--- src/hw/rtl/dcc_pkg.sv ---
// dcc_pkg: shared types, register codes and the servo count table of the
// drive command conditioner. No dependencies; used by every dcc_* module
// and by the top level.
package dcc_pkg;

    // servo pulse timing
    localparam int PULSE_MIN_US   = 600;
    localparam int PULSE_MAX_US   = 2400;
    localparam int SERVO_FRAME_HZ = 60;

    // throttle limits in q1.15
    localparam logic [14:0] THROTTLE_MAX = 15'd32767;

    // configuration register indexes
    typedef enum logic [2:0] {
        REG_LIN_FULL_SCALE = 3'd0,
        REG_ANG_FULL_SCALE = 3'd1,
        REG_DEADBAND       = 3'd2,
        REG_ACCEL_STEP     = 3'd3,
        REG_TIMEOUT_TICKS  = 3'd4,
        REG_CENTER_ANGLE   = 3'd5,
        REG_MIN_ANGLE      = 3'd6,
        REG_MAX_ANGLE      = 3'd7
    } cfg_idx_t;

    // item kinds
    typedef enum logic {
        OP_COMMAND = 1'b0,
        OP_TICK    = 1'b1
    } op_t;

    // configuration register file
    typedef struct packed {
        logic [14:0] lin_full_scale;
        logic [14:0] ang_full_scale;
        logic [14:0] deadband;
        logic [14:0] accel_step;
        logic [7:0]  timeout_ticks;
        logic [7:0]  center_angle;
        logic [7:0]  min_angle;
        logic [7:0]  max_angle;
    } cfg_t;

    // tick job: target snapshot after the timeout check
    typedef struct packed {
        logic signed [15:0] lin;
        logic signed [15:0] ang;
    } job_t;

    // servo off count for each angle in degrees
    typedef logic [11:0] servo_lut_t [256];

    function automatic servo_lut_t servo_lut_f();
        servo_lut_t lut;
        longint     num;
        longint     den;
        longint     den2;
        longint     acc;
        longint     r;
        den  = longint'(180) * longint'(1000000);
        den2 = 2 * den;
        for (int i = 0; i < 256; i++)
        begin
            num = longint'(PULSE_MIN_US) * 180 + longint'(PULSE_MAX_US - PULSE_MIN_US) * i;
            if (num <= 0)
            begin
                r = 0;
            end
            else
            begin
                num = num * 4096 * SERVO_FRAME_HZ;
                // rounded quotient by restoring steps, quotient stays below 2^13
                acc = 2 * num + den;
                r   = 0;
                for (int b = 12; b >= 0; b--)
                begin
                    if (acc >= (den2 <<< b))
                    begin
                        acc = acc - (den2 <<< b);
                        r   = r + (longint'(1) <<< b);
                    end
                end
                if (r > 4095)
                    r = 4095;
            end
            lut[i] = 12'(r);
        end
        return lut;
    endfunction

    localparam servo_lut_t SERVO_LUT = servo_lut_f();

endpackage

--- src/hw/rtl/dcc_front.sv ---
// dcc_front: takes items, keeps the targets and the command timeout,
// and queues one job per tick. Depends on dcc_pkg.
module dcc_front (
    input  logic                clk,
    input  logic                rst_n,
    input  logic                push,
    output logic                full,
    input  logic                operation,
    input  logic signed [15:0]  linear_cmd,
    input  logic signed [15:0]  angular_cmd,
    input  logic [7:0]          timeout_ticks,
    input  logic                job_full,
    output logic                job_wr,
    output dcc_pkg::job_t       job_data
);

    logic signed [15:0] tgt_lin_reg, tgt_lin_next;
    logic signed [15:0] tgt_ang_reg, tgt_ang_next;
    logic [7:0]         ticks_reg, ticks_next;
    logic               accept;
    logic [7:0]         ticks_inc;
    logic               timed_out;

    assign full   = job_full;
    assign accept = push && !job_full;

    // saturating tick count and timeout test
    assign ticks_inc = (ticks_reg == 8'hFF) ? 8'hFF : ticks_reg + 8'd1;
    assign timed_out = ticks_inc > timeout_ticks;

    // classify the item and update targets
    always_comb
    begin
        tgt_lin_next = tgt_lin_reg;
        tgt_ang_next = tgt_ang_reg;
        ticks_next   = ticks_reg;
        job_wr       = 1'b0;
        job_data.lin = tgt_lin_reg;
        job_data.ang = tgt_ang_reg;
        if (accept)
        begin
            case (dcc_pkg::op_t'(operation))
                dcc_pkg::OP_COMMAND:
                begin
                    tgt_lin_next = linear_cmd;
                    tgt_ang_next = angular_cmd;
                    ticks_next   = 8'd0;
                end
                dcc_pkg::OP_TICK:
                begin
                    ticks_next = ticks_inc;
                    job_wr     = 1'b1;
                    if (timed_out)
                    begin
                        tgt_lin_next = 16'sd0;
                        tgt_ang_next = 16'sd0;
                    end
                    job_data.lin = tgt_lin_next;
                    job_data.ang = tgt_ang_next;
                end
                default:
                begin
                    ticks_next = ticks_reg;
                end
            endcase
        end
    end

    // state registers
    always_ff @(posedge clk or negedge rst_n)
    begin
        if (!rst_n)
        begin
            tgt_lin_reg <= 16'sd0;
            tgt_ang_reg <= 16'sd0;
            ticks_reg   <= 8'hFF;
        end
        else
        begin
            tgt_lin_reg <= tgt_lin_next;
            tgt_ang_reg <= tgt_ang_next;
            ticks_reg   <= ticks_next;
        end
    end

endmodule

--- src/hw/rtl/dcc_job_queue.sv ---
// dcc_job_queue: short first-in first-out queue of tick jobs between the
// front and the back. Depends on dcc_pkg.
module dcc_job_queue #(
    parameter int DEPTH = 4
) (
    input  logic          clk,
    input  logic          rst_n,
    input  logic          wr,
    input  dcc_pkg::job_t wr_data,
    output logic          full,
    input  logic          rd,
    output dcc_pkg::job_t rd_data,
    output logic          empty
);

    localparam int PTR_W = (DEPTH > 1) ? $clog2(DEPTH) : 1;
    localparam int CNT_W = $clog2(DEPTH + 1);

    dcc_pkg::job_t    mem_reg [DEPTH];
    logic [PTR_W-1:0] wr_ptr_reg, wr_ptr_next;
    logic [PTR_W-1:0] rd_ptr_reg, rd_ptr_next;
    logic [CNT_W-1:0] count_reg, count_next;
    logic             do_wr;
    logic             do_rd;

    assign full    = count_reg == CNT_W'(DEPTH);
    assign empty   = count_reg == '0;
    assign do_wr   = wr && !full;
    assign do_rd   = rd && !empty;
    assign rd_data = mem_reg[rd_ptr_reg];

    // pointer and fill count
    always_comb
    begin
        wr_ptr_next = wr_ptr_reg;
        rd_ptr_next = rd_ptr_reg;
        count_next  = count_reg;
        if (do_wr)
            wr_ptr_next = (wr_ptr_reg == PTR_W'(DEPTH - 1)) ? '0 : wr_ptr_reg + PTR_W'(1);
        if (do_rd)
            rd_ptr_next = (rd_ptr_reg == PTR_W'(DEPTH - 1)) ? '0 : rd_ptr_reg + PTR_W'(1);
        if (do_wr && !do_rd)
            count_next = count_reg + CNT_W'(1);
        else if (do_rd && !do_wr)
            count_next = count_reg - CNT_W'(1);
    end

    always_ff @(posedge clk or negedge rst_n)
    begin
        if (!rst_n)
        begin
            wr_ptr_reg <= '0;
            rd_ptr_reg <= '0;
            count_reg  <= '0;
        end
        else
        begin
            wr_ptr_reg <= wr_ptr_next;
            rd_ptr_reg <= rd_ptr_next;
            count_reg  <= count_next;
        end
    end

    // storage
    always_ff @(posedge clk)
    begin
        if (do_wr)
            mem_reg[wr_ptr_reg] <= wr_data;
    end

endmodule

--- src/hw/rtl/dcc_back.sv ---
// dcc_back: sequencer that turns one tick job into a result item: throttle
// divide, deadband, slew limit, steering divide and servo table lookup.
// Depends on dcc_pkg.
module dcc_back (
    input  logic                clk,
    input  logic                rst_n,
    input  dcc_pkg::cfg_t       cfg,
    input  dcc_pkg::job_t       job_data,
    input  logic                job_empty,
    output logic                job_rd,
    output logic                empty,
    input  logic                pop,
    output logic [11:0]         motor_duty,
    output logic                dir_forward,
    output logic                dir_reverse,
    output logic [11:0]         servo_count,
    output logic signed [15:0]  throttle_now
);

    typedef enum logic [5:0] {
        S_IDLE = 6'b000001,
        S_MUL  = 6'b000010,
        S_DIV  = 6'b000100,
        S_GOAL = 6'b001000,
        S_SLEW = 6'b010000,
        S_DONE = 6'b100000
    } state_t;

    state_t             state_reg, state_next;
    logic [3:0]         cnt_reg, cnt_next;
    logic               lin_neg_reg, lin_neg_next;
    logic [15:0]        lin_mag_reg, lin_mag_next;
    logic [14:0]        ang_a_reg, ang_a_next;
    logic [8:0]         span_reg, span_next;
    logic               flip_reg, flip_next;
    logic               steer_on_reg, steer_on_next;
    logic [15:0]        trem_reg, trem_next;
    logic [14:0]        tquo_reg, tquo_next;
    logic [23:0]        srem_reg, srem_next;
    logic [7:0]         soff_reg, soff_next;
    logic signed [15:0] goal_reg, goal_next;
    logic signed [9:0]  deg_raw_reg, deg_raw_next;
    logic [7:0]         deg_reg, deg_next;
    logic signed [15:0] cur_reg, cur_next;
    logic               res_valid_reg, res_valid_next;
    logic [11:0]        res_duty_reg, res_servo_reg;
    logic               res_fwd_reg, res_rev_reg;
    logic signed [15:0] res_thr_reg;
    logic               res_wr;

    // job setup terms
    logic               ang_neg;
    logic [15:0]        ang_mag;
    logic signed [9:0]  c10, lo10, hi10, span10;
    logic               span_neg;
    logic [23:0]        prod;

    // divider step terms
    logic [16:0]        t2;
    logic               tge;
    logic [2:0]         sk;
    logic [23:0]        sdiv;
    logic               sge;

    // goal and slew terms
    logic [14:0]        qsat;
    logic [14:0]        qdb;
    logic signed [16:0] diff;
    logic signed [16:0] step17;
    logic signed [9:0]  deg_lo;

    // result terms
    logic [14:0]        cur_mag;
    logic [27:0]        duty_full;

    // steering set-up from the queue head
    assign ang_neg  = job_data.ang[15];
    assign ang_mag  = ang_neg ? 16'(-job_data.ang) : 16'(job_data.ang);
    assign c10      = signed'({2'b00, cfg.center_angle});
    assign lo10     = signed'({2'b00, cfg.min_angle});
    assign hi10     = signed'({2'b00, cfg.max_angle});
    assign span10   = ang_neg ? c10 - lo10 : hi10 - c10;
    assign span_neg = span10[9];
    assign prod     = 24'(ang_a_reg) * 24'(span_reg);

    // one restoring step for each divider
    assign t2   = {trem_reg, 1'b0};
    assign tge  = t2 >= {2'b00, cfg.lin_full_scale};
    assign sk   = 3'(cnt_reg - 4'd7);
    assign sdiv = 24'({cfg.ang_full_scale, 1'b0}) << sk;
    assign sge  = srem_reg >= sdiv;

    // throttle goal after saturation and deadband
    assign qsat = (cfg.lin_full_scale == 15'd0) ? 15'd0 :
                  (lin_mag_reg >= {1'b0, cfg.lin_full_scale}) ? dcc_pkg::THROTTLE_MAX :
                  tquo_reg;
    assign qdb  = (qsat < cfg.deadband) ? 15'd0 : qsat;

    // slew limit
    assign step17 = signed'({2'b00, cfg.accel_step});
    assign diff   = 17'(goal_reg) - 17'(cur_reg);
    assign deg_lo = (deg_raw_reg < lo10) ? lo10 : deg_raw_reg;

    // duty from the ramped throttle
    assign cur_mag   = cur_reg[15] ? 15'(-cur_reg) : 15'(cur_reg);
    assign duty_full = 28'(cur_mag) * 28'd4095 + 28'd16384;

    assign res_wr = (state_reg == S_DONE) && (!res_valid_reg || pop);
    assign job_rd = (state_reg == S_IDLE) && !job_empty;

    // sequencer
    always_comb
    begin
        state_next    = state_reg;
        cnt_next      = cnt_reg;
        lin_neg_next  = lin_neg_reg;
        lin_mag_next  = lin_mag_reg;
        ang_a_next    = ang_a_reg;
        span_next     = span_reg;
        flip_next     = flip_reg;
        steer_on_next = steer_on_reg;
        trem_next     = trem_reg;
        tquo_next     = tquo_reg;
        srem_next     = srem_reg;
        soff_next     = soff_reg;
        goal_next     = goal_reg;
        deg_raw_next  = deg_raw_reg;
        deg_next      = deg_reg;
        cur_next      = cur_reg;
        case (state_reg)
            S_IDLE:
            begin
                if (!job_empty)
                begin
                    lin_neg_next  = job_data.lin[15];
                    lin_mag_next  = job_data.lin[15] ? 16'(-job_data.lin) : 16'(job_data.lin);
                    ang_a_next    = (ang_mag > {1'b0, cfg.ang_full_scale}) ?
                                    cfg.ang_full_scale : ang_mag[14:0];
                    span_next     = span_neg ? 9'(-span10) : 9'(span10);
                    flip_next     = ang_neg != span_neg;
                    steer_on_next = (cfg.ang_full_scale != 15'd0) && (job_data.ang != 16'sd0);
                    state_next    = S_MUL;
                end
            end
            S_MUL:
            begin
                srem_next  = {prod[22:0], 1'b0} + 24'(cfg.ang_full_scale);
                soff_next  = 8'd0;
                trem_next  = lin_mag_reg;
                tquo_next  = 15'd0;
                cnt_next   = 4'd14;
                state_next = S_DIV;
            end
            S_DIV:
            begin
                trem_next = tge ? 16'(t2 - {2'b00, cfg.lin_full_scale}) : t2[15:0];
                tquo_next = {tquo_reg[13:0], tge};
                if (cnt_reg >= 4'd7)
                begin
                    srem_next = sge ? srem_reg - sdiv : srem_reg;
                    soff_next = {soff_reg[6:0], sge};
                end
                cnt_next = cnt_reg - 4'd1;
                if (cnt_reg == 4'd0)
                    state_next = S_GOAL;
            end
            S_GOAL:
            begin
                goal_next = lin_neg_reg ? -signed'({1'b0, qdb}) : signed'({1'b0, qdb});
                if (!steer_on_reg)
                    deg_raw_next = c10;
                else if (flip_reg)
                    deg_raw_next = c10 - signed'({2'b00, soff_reg});
                else
                    deg_raw_next = c10 + signed'({2'b00, soff_reg});
                state_next = S_SLEW;
            end
            S_SLEW:
            begin
                if (diff > step17)
                    cur_next = 16'(17'(cur_reg) + step17);
                else if (diff < -step17)
                    cur_next = 16'(17'(cur_reg) - step17);
                else
                    cur_next = goal_reg;
                deg_next   = (deg_lo > hi10) ? cfg.max_angle : deg_lo[7:0];
                state_next = S_DONE;
            end
            S_DONE:
            begin
                if (res_wr)
                    state_next = S_IDLE;
            end
            default:
            begin
                state_next = S_IDLE;
            end
        endcase
    end

    // result slot
    always_comb
    begin
        res_valid_next = res_valid_reg;
        if (res_wr)
            res_valid_next = 1'b1;
        else if (pop)
            res_valid_next = 1'b0;
    end

    // control registers
    always_ff @(posedge clk or negedge rst_n)
    begin
        if (!rst_n)
        begin
            state_reg     <= S_IDLE;
            cnt_reg       <= 4'd0;
            cur_reg       <= 16'sd0;
            res_valid_reg <= 1'b0;
        end
        else
        begin
            state_reg     <= state_next;
            cnt_reg       <= cnt_next;
            cur_reg       <= cur_next;
            res_valid_reg <= res_valid_next;
        end
    end

    // datapath registers
    always_ff @(posedge clk)
    begin
        lin_neg_reg  <= lin_neg_next;
        lin_mag_reg  <= lin_mag_next;
        ang_a_reg    <= ang_a_next;
        span_reg     <= span_next;
        flip_reg     <= flip_next;
        steer_on_reg <= steer_on_next;
        trem_reg     <= trem_next;
        tquo_reg     <= tquo_next;
        srem_reg     <= srem_next;
        soff_reg     <= soff_next;
        goal_reg     <= goal_next;
        deg_raw_reg  <= deg_raw_next;
        deg_reg      <= deg_next;
        if (res_wr)
        begin
            res_duty_reg  <= duty_full[26:15];
            res_fwd_reg   <= !cur_reg[15] && (cur_reg != 16'sd0);
            res_rev_reg   <= cur_reg[15];
            res_servo_reg <= dcc_pkg::SERVO_LUT[deg_reg];
            res_thr_reg   <= cur_reg;
        end
    end

    assign empty        = !res_valid_reg;
    assign motor_duty   = res_duty_reg;
    assign dir_forward  = res_fwd_reg;
    assign dir_reverse  = res_rev_reg;
    assign servo_count  = res_servo_reg;
    assign throttle_now = res_thr_reg;

endmodule

--- src/hw/rtl/drive_command_conditioner.sv ---
// drive_command_conditioner: top level with the configuration registers,
// front, job queue and back. Depends on dcc_pkg, dcc_front, dcc_job_queue, dcc_back.
//
// input channel: push/full with operation, linear_cmd, angular_cmd. an item is
//   taken at a clock edge with push high and full low. a command item updates the
//   targets and restarts the timeout in the cycle it is taken and gives no result.
//   a tick item is queued (QUEUE_DEPTH entries) with its target snapshot.
// result channel: empty/pop. while empty is low the oldest result is on
//   motor_duty, dir_forward, dir_reverse, servo_count, throttle_now and is taken
//   at an edge with pop high. one result per tick.
// sequence: the back works on one tick at a time through setup, one multiply,
//   15 steps of the throttle divider (the steering divider steps in the earlier
//   ones), goal, slew and write-out, and takes the next job only when idle.
// stalls: a result waiting for pop holds the back in its write-out step; the
//   job queue keeps taking items until it fills, then full rises.
// reset: rst_n clears the queue and the result slot, zeroes targets and throttle,
//   marks the command timeout as already expired unless timeout_ticks is 255 and
//   loads the default configuration. configuration is written by the user through
//   cfg_wr_en, cfg_index and cfg_data only while the block is idle; the block does not enforce it.
module drive_command_conditioner #(
    parameter int QUEUE_DEPTH = 4
) (
    input  logic                clk,
    input  logic                rst_n,
    input  logic                cfg_wr_en,
    input  logic [2:0]          cfg_index,
    input  logic [14:0]         cfg_data,
    input  logic                push,
    output logic                full,
    input  logic                operation,
    input  logic signed [15:0]  linear_cmd,
    input  logic signed [15:0]  angular_cmd,
    output logic                empty,
    input  logic                pop,
    output logic [11:0]         motor_duty,
    output logic                dir_forward,
    output logic                dir_reverse,
    output logic [11:0]         servo_count,
    output logic signed [15:0]  throttle_now
);

    dcc_pkg::cfg_t cfg_reg, cfg_next;
    dcc_pkg::job_t job_wr_data;
    dcc_pkg::job_t job_rd_data;
    logic          job_wr;
    logic          job_rd;
    logic          job_full;
    logic          job_empty;

    // configuration register writes
    always_comb
    begin
        cfg_next = cfg_reg;
        if (cfg_wr_en)
        begin
            case (dcc_pkg::cfg_idx_t'(cfg_index))
                dcc_pkg::REG_LIN_FULL_SCALE: cfg_next.lin_full_scale = cfg_data;
                dcc_pkg::REG_ANG_FULL_SCALE: cfg_next.ang_full_scale = cfg_data;
                dcc_pkg::REG_DEADBAND:       cfg_next.deadband       = cfg_data;
                dcc_pkg::REG_ACCEL_STEP:     cfg_next.accel_step     = cfg_data;
                dcc_pkg::REG_TIMEOUT_TICKS:  cfg_next.timeout_ticks  = cfg_data[7:0];
                dcc_pkg::REG_CENTER_ANGLE:   cfg_next.center_angle   = cfg_data[7:0];
                dcc_pkg::REG_MIN_ANGLE:      cfg_next.min_angle      = cfg_data[7:0];
                dcc_pkg::REG_MAX_ANGLE:      cfg_next.max_angle      = cfg_data[7:0];
                default:                     cfg_next = cfg_reg;
            endcase
        end
    end

    always_ff @(posedge clk or negedge rst_n)
    begin
        if (!rst_n)
        begin
            cfg_reg.lin_full_scale <= 15'd500;
            cfg_reg.ang_full_scale <= 15'd1000;
            cfg_reg.deadband       <= 15'd983;
            cfg_reg.accel_step     <= 15'd983;
            cfg_reg.timeout_ticks  <= 8'd15;
            cfg_reg.center_angle   <= 8'd100;
            cfg_reg.min_angle      <= 8'd50;
            cfg_reg.max_angle      <= 8'd140;
        end
        else
        begin
            cfg_reg <= cfg_next;
        end
    end

    // front: item intake and targets
    dcc_front u_front (
        .clk           (clk),
        .rst_n         (rst_n),
        .push          (push),
        .full          (full),
        .operation     (operation),
        .linear_cmd    (linear_cmd),
        .angular_cmd   (angular_cmd),
        .timeout_ticks (cfg_reg.timeout_ticks),
        .job_full      (job_full),
        .job_wr        (job_wr),
        .job_data      (job_wr_data)
    );

    // queue of tick jobs
    dcc_job_queue #(
        .DEPTH (QUEUE_DEPTH)
    ) u_job_queue (
        .clk     (clk),
        .rst_n   (rst_n),
        .wr      (job_wr),
        .wr_data (job_wr_data),
        .full    (job_full),
        .rd      (job_rd),
        .rd_data (job_rd_data),
        .empty   (job_empty)
    );

    // back: arithmetic and result slot
    dcc_back u_back (
        .clk          (clk),
        .rst_n        (rst_n),
        .cfg          (cfg_reg),
        .job_data     (job_rd_data),
        .job_empty    (job_empty),
        .job_rd       (job_rd),
        .empty        (empty),
        .pop          (pop),
        .motor_duty   (motor_duty),
        .dir_forward  (dir_forward),
        .dir_reverse  (dir_reverse),
        .servo_count  (servo_count),
        .throttle_now (throttle_now)
    );

endmodule

--- config.mk ---
export PLATFORM = sky130hd
export DESIGN_NAME = drive_command_conditioner
export DESIGN_NICKNAME = d
export VERILOG_FILES = /design/src/hw/rtl/dcc_pkg.sv /design/src/hw/rtl/dcc_front.sv /design/src/hw/rtl/dcc_job_queue.sv /design/src/hw/rtl/dcc_back.sv /design/src/hw/rtl/drive_command_conditioner.sv
export SDC_FILE = /design/constraint.sdc
export NUM_CORES = 2
export LEC_CHECK = 0
export BUFFER_PORTS_ARGS = -buffer_cell sky130_fd_sc_hd__buf_2
export CAP_MARGIN = 40
export CORE_UTILIZATION = 37
export CTS_CLUSTER_SIZE = 20
export DETAILED_ROUTE_END_ITERATION = 12
export PLACE_DENSITY = 0.61
export SYNTH_ARGS = -nofsm -noshare
export SYNTH_HDL_FRONTEND = slang
export SYNTH_SLANG_ARGS = --single-unit
--- constraint.sdc ---
create_clock -name clk -period 8.5 [get_ports clk]
set_clock_uncertainty 0.2 [all_clocks]
set_input_delay 1.7 -clock clk [delete_from_list [all_inputs] [get_ports clk]]
set_output_delay 1.7 -clock clk [all_outputs]
set_load 0.05 [all_outputs]
-- After elaboration in Yosys (flattened, before gate mapping)
Memory sizes are Yosys's and may differ from the RTL's. A register that Yosys moved wholly into a read port is not among the register bits.
Cells that the tools add are included.
- register bits after elaboration: 336
- memory bits (writable): 128
- memory bits (read-only): 3072
- input bits: 56
- output and inout bits: 44
- logic and storage cells: 189
- memories: 2
- add/subtract/negate cells: 24
- multiply operators: 2
- magnitude comparators: 11
- equality and inequality tests: 23
- shift-type cells: 1
- multiplexer cells: 47
- bitwise logic cells: 3
- reductions and logical operators: 38
- memory list (name ; depth ; width ; read ports ; clocked after Yosys merged registers in ; write ports ; line ; text):
    (no name shown) ; 256 ; 12 ; 1 ; 1 ; 0 ; dcc_back.sv:251 ; res_servo_reg <= dcc_pkg::SERVO_LUT[deg_reg];
    u_job_queue.mem_reg ; 4 ; 32 ; 1 ; 0 ; 1 ; dcc_job_queue.sv:19 ; dcc_pkg::job_t mem_reg [DEPTH];
- operators with widths (kind ; count):
    two-way mux 15 bit ; 7
    two-way mux 16 bit ; 6
    one-hot mux 16 bit (2 select lines) ; 3
    two-way mux 32 bit ; 2
    two-way mux 24 bit ; 2
    one-hot mux 24 bit (2 select lines) ; 1
    one-hot mux 6 bit (6 select lines) ; 1
    two-way mux 8 bit ; 4
    negation 16 bit ; 2
    one-hot mux 8 bit (2 select lines) ; 2
    nonzero test 16 bit ; 2
    two-way mux 10 bit ; 3
    one-hot mux 15 bit (2 select lines) ; 1
    adder 27 x 15 -> 27 bit, second input constant ; 1
    multiplier 15 x 12 -> 27 bit, second input constant ; 1
    subtractor 8 x 8 -> 9 bit ; 3
    adder 24 x 15 -> 24 bit ; 1
    greater-or-equal comparator 24 bit ; 1
    << shifter 16 x 3 -> 24 bit ; 1
    subtractor 24 bit ; 1
    multiplier 15 x 9 -> 23 bit ; 1
    AND reduction 2 bit ; 10
    two-way mux 6 bit ; 3
    greater-or-equal comparator 17 x 15 -> 1 bit ; 1
    54 further kinds ; 89

-- Longest topological paths before layout
- depth in word-level cells: 9
- depth in mapped cells: 28
- depth with buffers taken out: 28

-- Hierarchy
Synthesis repeated with hierarchy kept, for this count alone.
- cell total of the unflattened synthesis: 3891
- area total of the unflattened synthesis: 39374.0 µm²
- by module, submodules not included (module ; instances ; cells an instance ; area an instance (µm²) ; sequential area each (µm²)):
    dcc_back ; 1 ; 3281 ; 28567.4 ; 6052.1
    dcc_job_queue ; 1 ; 205 ; 5056.1 ; 4018.9
    drive_command_conditioner ; 1 ; 203 ; 3612.2 ; 2353.5
    dcc_front ; 1 ; 202 ; 2138.3 ; 1011.0

-- Worst setup path before layout
OpenSTA, ideal clock, no wires.
- path type: register -> register
- start: register u_back.cur_reg[1]
- end: register u_back.res_duty_reg[11] (netlist: u_back.motor_duty[11]), data pin
- library setup time: 0.260 ns
- data arrival time: 6.647 ns
- required time: 8.040 ns
- path slack: 1.393 ns
- cell stages (with the launch flop): 24
- buffers on the path: 0
- period minus slack after synthesis: 7.107 ns
- cells stage by stage: dfrtp_1 > inv_1 > ha_1 > nand2_1 > or4_1 > o31ai_1 > xnor2_1 > inv_1 > fa_1 > inv_1 > fa_1 > fa_1 > fa_1 > fa_1 > ha_1 > a21o_1 > a21o_1 > a21oi_1 > a21boi_1 > o31a_1 > o41a_1 > a21oi_1 > o21bai_1 > xnor2_1
- longest elaborated chain between the ends: 4
- RTL lines (item ; line ; text):
    start: declaration ; dcc_back.sv:44 ; logic signed [15:0] cur_reg, cur_next;
    start signal: assignment ; dcc_back.sv:225 ; cur_reg <= cur_next;
    negation 15 bit ; dcc_back.sv:105 ; assign cur_mag = cur_reg[15] ? 15'(-cur_reg) : 15'(cur_reg);
    two-way mux 15 bit * ; dcc_back.sv:105 ;
    multiplier 15 x 12 -> 27 bit * ; dcc_back.sv:106 ; assign duty_full = 28'(cur_mag) * 28'd4095 + 28'd16384;
    adder 27 x 15 -> 27 bit * ; dcc_back.sv:106 ;
    net u_back.duty_full[26] ; dcc_back.sv:74 ; logic [27:0] duty_full;
    end signal: assignment ; dcc_back.sv:248 ; res_duty_reg <= duty_full[26:15];
    end: declaration ; dcc_back.sv:46 ; logic [11:0] res_duty_reg, res_servo_reg;
Mark *: on every way through the listed nets, which the timed path passes. The rest lies on a longest branch.
A chain may end at the register's enable or synchronous reset.

-- Final worst setup path
Same ends and word-level chain as after synthesis.

==> flow_metrics.py <==
metrics = {
    "clocking": {
        "cts_hold_buf": 0,
        "htreeDepth": 2,
        "insertion_delay_ns": 0.65,
        "post_cts_buffers": 0,
        "ctsResizeCount": 0,
        "cts_tree": "built",
        "cts_root_buf": "clkbuf_16",
        "clock_path_buffers": 3,
        "path_clk_slew_ns": 0.06,
        "cts_buffers": 53,
        "cts_sinks": 473,
    },
    "global_route": {
        "grt_pass1_vias": 28100,
        "antenna_found_initial": 9,
        "grt_usage_pct": 17.2,
        "grt_pass1_wl_um": 150000,
        "grt_max_degree": 95,
        "globalRouteOverflowTotal": 0,
    },
    "critical_path": {
        "r2r_end": "u_back.motor_duty[11]$_DFFE_PP_",
        "slowest_stage": "fa_1",
        "crit_path_end_kind": "flip-flop",
        "crit_arrival_ns": 7.72,
        "reg2reg_depth": 23,
        "critPathTopFamily": "adder cells",
        "cp-start-kind": "flip-flop",
        "regToRegStartpoint": "u_back.cur_reg[1]$_DFFE_PN0P_",
        "crit_fanout": 8,
        "required_ns": 8.66,
        "path_cells": "inv_1 > ha_1 > nand2_1 > or4_1 > o31ai_1 > xnor2_1 > inv_1 > fa_1 > inv_1 > fa_1 > fa_1 > fa_1 > fa_1 > ha_1 > a21o_1 > a21o_1 > a21oi_1 > a21boi_1 > o31a_1 > o41a_1 > a21oi_1 > o21bai_1 > xnor2_1",
        "cpMostUsedCell": "fa_1",
        "crit_buf_inv": 3,
        "critPathKind": "reg2reg",
        "critical_path.max_stage_delay_ns": 0.57,
        "r2r_slack_ns": 0.93,
    },
    "drt": {
        "totalWireLength_um": 92100,
        "ant_nets": 0,
        "vias": 28500,
        "dr.pass1.iters": 5,
        "drc": 0,
        "vias_per_cell": 5.22,
        "drt_first_iter_violations": 1990,
        "wire_per_inst_um": 16.9,
    },
    "floorplanning": {
        "io_pins": 100,
        "core_area_um2": 104000,
        "dieArea_um2": 107000,
        "start_util_pct": 37.5,
        "rows": 118,
        "die_y_um": 327,
        "die_w_um": 327,
    },
    "status": {
        "outcome": "complete, no violations",
    },
    "job": {
        "cap_viol_max_count": 0,
    },
    "final_layout": {
        "synthToLayoutAreaGrowth_pct": 10.2,
        "postLayoutCellArea_um2": 43000,
        "final_common_cell": "inv_1",
        "multiInputGateArea_um2": 23300,
        "regArea_um2": 13400,
        "drive_gt1_share_pct": 10.9,
        "largest_reg_flops": 128,
        "nets": 4641,
        "fillCellCount": 10200,
        "mostFrequentLayoutCells": "462 x inv_1, 377 x nand2_1, 368 x ha_1",
    },
    "yosys": {
        "synthCells": 3984,
        "yosysWarnings": 0,
        "synth_edf_count": 307,
        "ys_seq_area_share_pct": 34.4,
        "syn_area_per_cell_um2": 9.79,
        "synthesis.area_um2": 39000,
        "synth-seq-cells": 473,
        "synth_ff_type": "edfxtp_1",
        "yosysUniqueCellTypes": 96,
        "async_reset_ff_share_pct": 35.1,
    },
    "timing": {
        "fin_hold_ws_ns": 0.288,
        "fin_crit_sh_pct": 89.0,
        "finalSetupViolCount": 0,
        "setup_slack_ns": 0.933,
        "fin_crit_ns": 7.57,
        "finalHoldViolCount": 0,
        "worstMarginPinSlew_ns": 0.850,
        "final_max_slew_viol_count": 0,
        "fin_setup_tns_ns": 0,
        "max_freq_ghz": 0.132,
        "grt_setup_unrepaired": "no",
        "relSlewSlack_pct": 43.3,
    },
    "worst_hold_path": {
        "hold_start": "u_front.ticks_reg[0]$_DFFE_PN1P_",
        "hold_path.class": "reg2reg",
        "whs_endpoint": "u_front.ticks_reg[0]$_DFFE_PN1P_",
        "holdPathStages": 2,
    },
    "placed_design": {
        "placed_area_um2": 41100,
        "portBuffers": 97,
        "place_ws_ns": 0.903,
        "place_congestion": 0.884,
        "place_hpwl_um": 70500,
    },
}
[tightest hold or removal path: stages, from the launching register on]
cell and delay, ns:
dfstp_2 0.38, nand2_1 0.05, o31ai_1 0.06
[per-stage QoR]
step,cells,utilization (%)
floorplan,3985,-
global placement,5337,39.4
detailed placement,5350,39.6
CTS,5450,41.3
global route,5450,41.3
finish,5454,41.4
[worst max path at each step]
| stage | depth (start not counted) | start | endpoint |
|---|---|---|---|
| floorplan | 23 | u_back.cur_reg[1]$_DFFE_PN0P_ | u_back.motor_duty[11]$_DFFE_PP_ |
| global placement | 27 | u_back.cur_reg[1]$_DFFE_PN0P_ | u_back.motor_duty[11]$_DFFE_PP_ |
| detailed placement | 23 | u_back.cur_reg[1]$_DFFE_PN0P_ | u_back.motor_duty[11]$_DFFE_PP_ |
| CTS | 23 | u_back.cur_reg[1]$_DFFE_PN0P_ | u_back.motor_duty[11]$_DFFE_PP_ |
| global route | 22 | u_back.cur_reg[6]$_DFFE_PN0P_ | u_back.motor_duty[11]$_DFFE_PP_ |
| finish | 23 | u_back.cur_reg[1]$_DFFE_PN0P_ | u_back.motor_duty[11]$_DFFE_PP_ |
[cell families (layout without fill, tap and decap cells)]
family / count (synthesis) / in the layout / share of synthesized area [%]
flops: 473 / 473 / 34.4
xor+xnor: 182 / 182 / 4.09
simple gates: 1110 / 1110 / 13.7
compound gates: 845 / 845 / 13.5
buf+inv: 623 / 708 / 6.14
fa+ha+maj: 560 / 560 / 21.7
other cells: 1 / 6 / 0.00962
mux: 190 / 190 / 6.38
[synth_stat cells (12+ instances only)]
| library cell | n | area share (%) |
|---|---|---|
| a211oi_1 | 30 | 0.58 |
| a21o_1 | 65 | 1.3 |
| a21oi_1 | 200 | 2.6 |
| a31oi_1 | 29 | 0.47 |
| and2_1 | 137 | 2.2 |
| and3_1 | 18 | 0.29 |
| buf_2 | 16 | 0.21 |
| clkbuf_1 | 123 | 1.2 |
| dfrtp_1 | 116 | 7.4 |
| dfstp_2 | 50 | 3.4 |
| edfxtp_1 | 307 | 24 |
| fa_1 | 192 | 9.9 |
| ha_1 | 368 | 12 |
| inv_1 | 462 | 4.4 |
| mux2_2 | 70 | 2.0 |
| mux2i_1 | 74 | 1.9 |
| mux4_2 | 36 | 2.1 |
| nand2_1 | 377 | 3.6 |
| nand2b_1 | 41 | 0.66 |
| nand3_1 | 53 | 0.68 |
| nand4_1 | 34 | 0.55 |
| nor2_1 | 246 | 2.4 |
| nor2b_1 | 43 | 0.69 |
| nor3_1 | 63 | 0.81 |
| nor3b_1 | 15 | 0.29 |
| nor4_1 | 14 | 0.22 |
| o211ai_1 | 23 | 0.44 |
| o21a_1 | 38 | 0.73 |
| o21ai_0 | 282 | 3.6 |
| o21bai_1 | 19 | 0.37 |
| o31ai_1 | 20 | 0.38 |
| or2_2 | 12 | 0.19 |
| or3_1 | 22 | 0.35 |
| xnor2_1 | 126 | 2.8 |
| xor2_1 | 56 | 1.3 |
[routing by layer]
layer  vias to the layer above  global-route usage (%)  part of all wire [%]
met4                         6                    3.78                   2.0
met2                       580                    27.6                    45
met3                       130                    2.40                   5.0
met1                     13800                    24.5                    48
li1                      13900                       -                     -
met5                         -                       0                 0.046
[area by class of cell]
class	count	area share (%)
Multi-Input combinational cell	2889	54.1
Sequential cell	473	31.3
Inverter	466	4.07
Tap cell	1380	4.02
Clock buffer	72	3.47
Timing Repair Buffer	142	2.21
Clock inverter	28	0.859
Antenna cell	4	0.0233
Power is not shown: default switching activity piles up to over one toggle a cycle in this logic, so the estimate is an artifact.
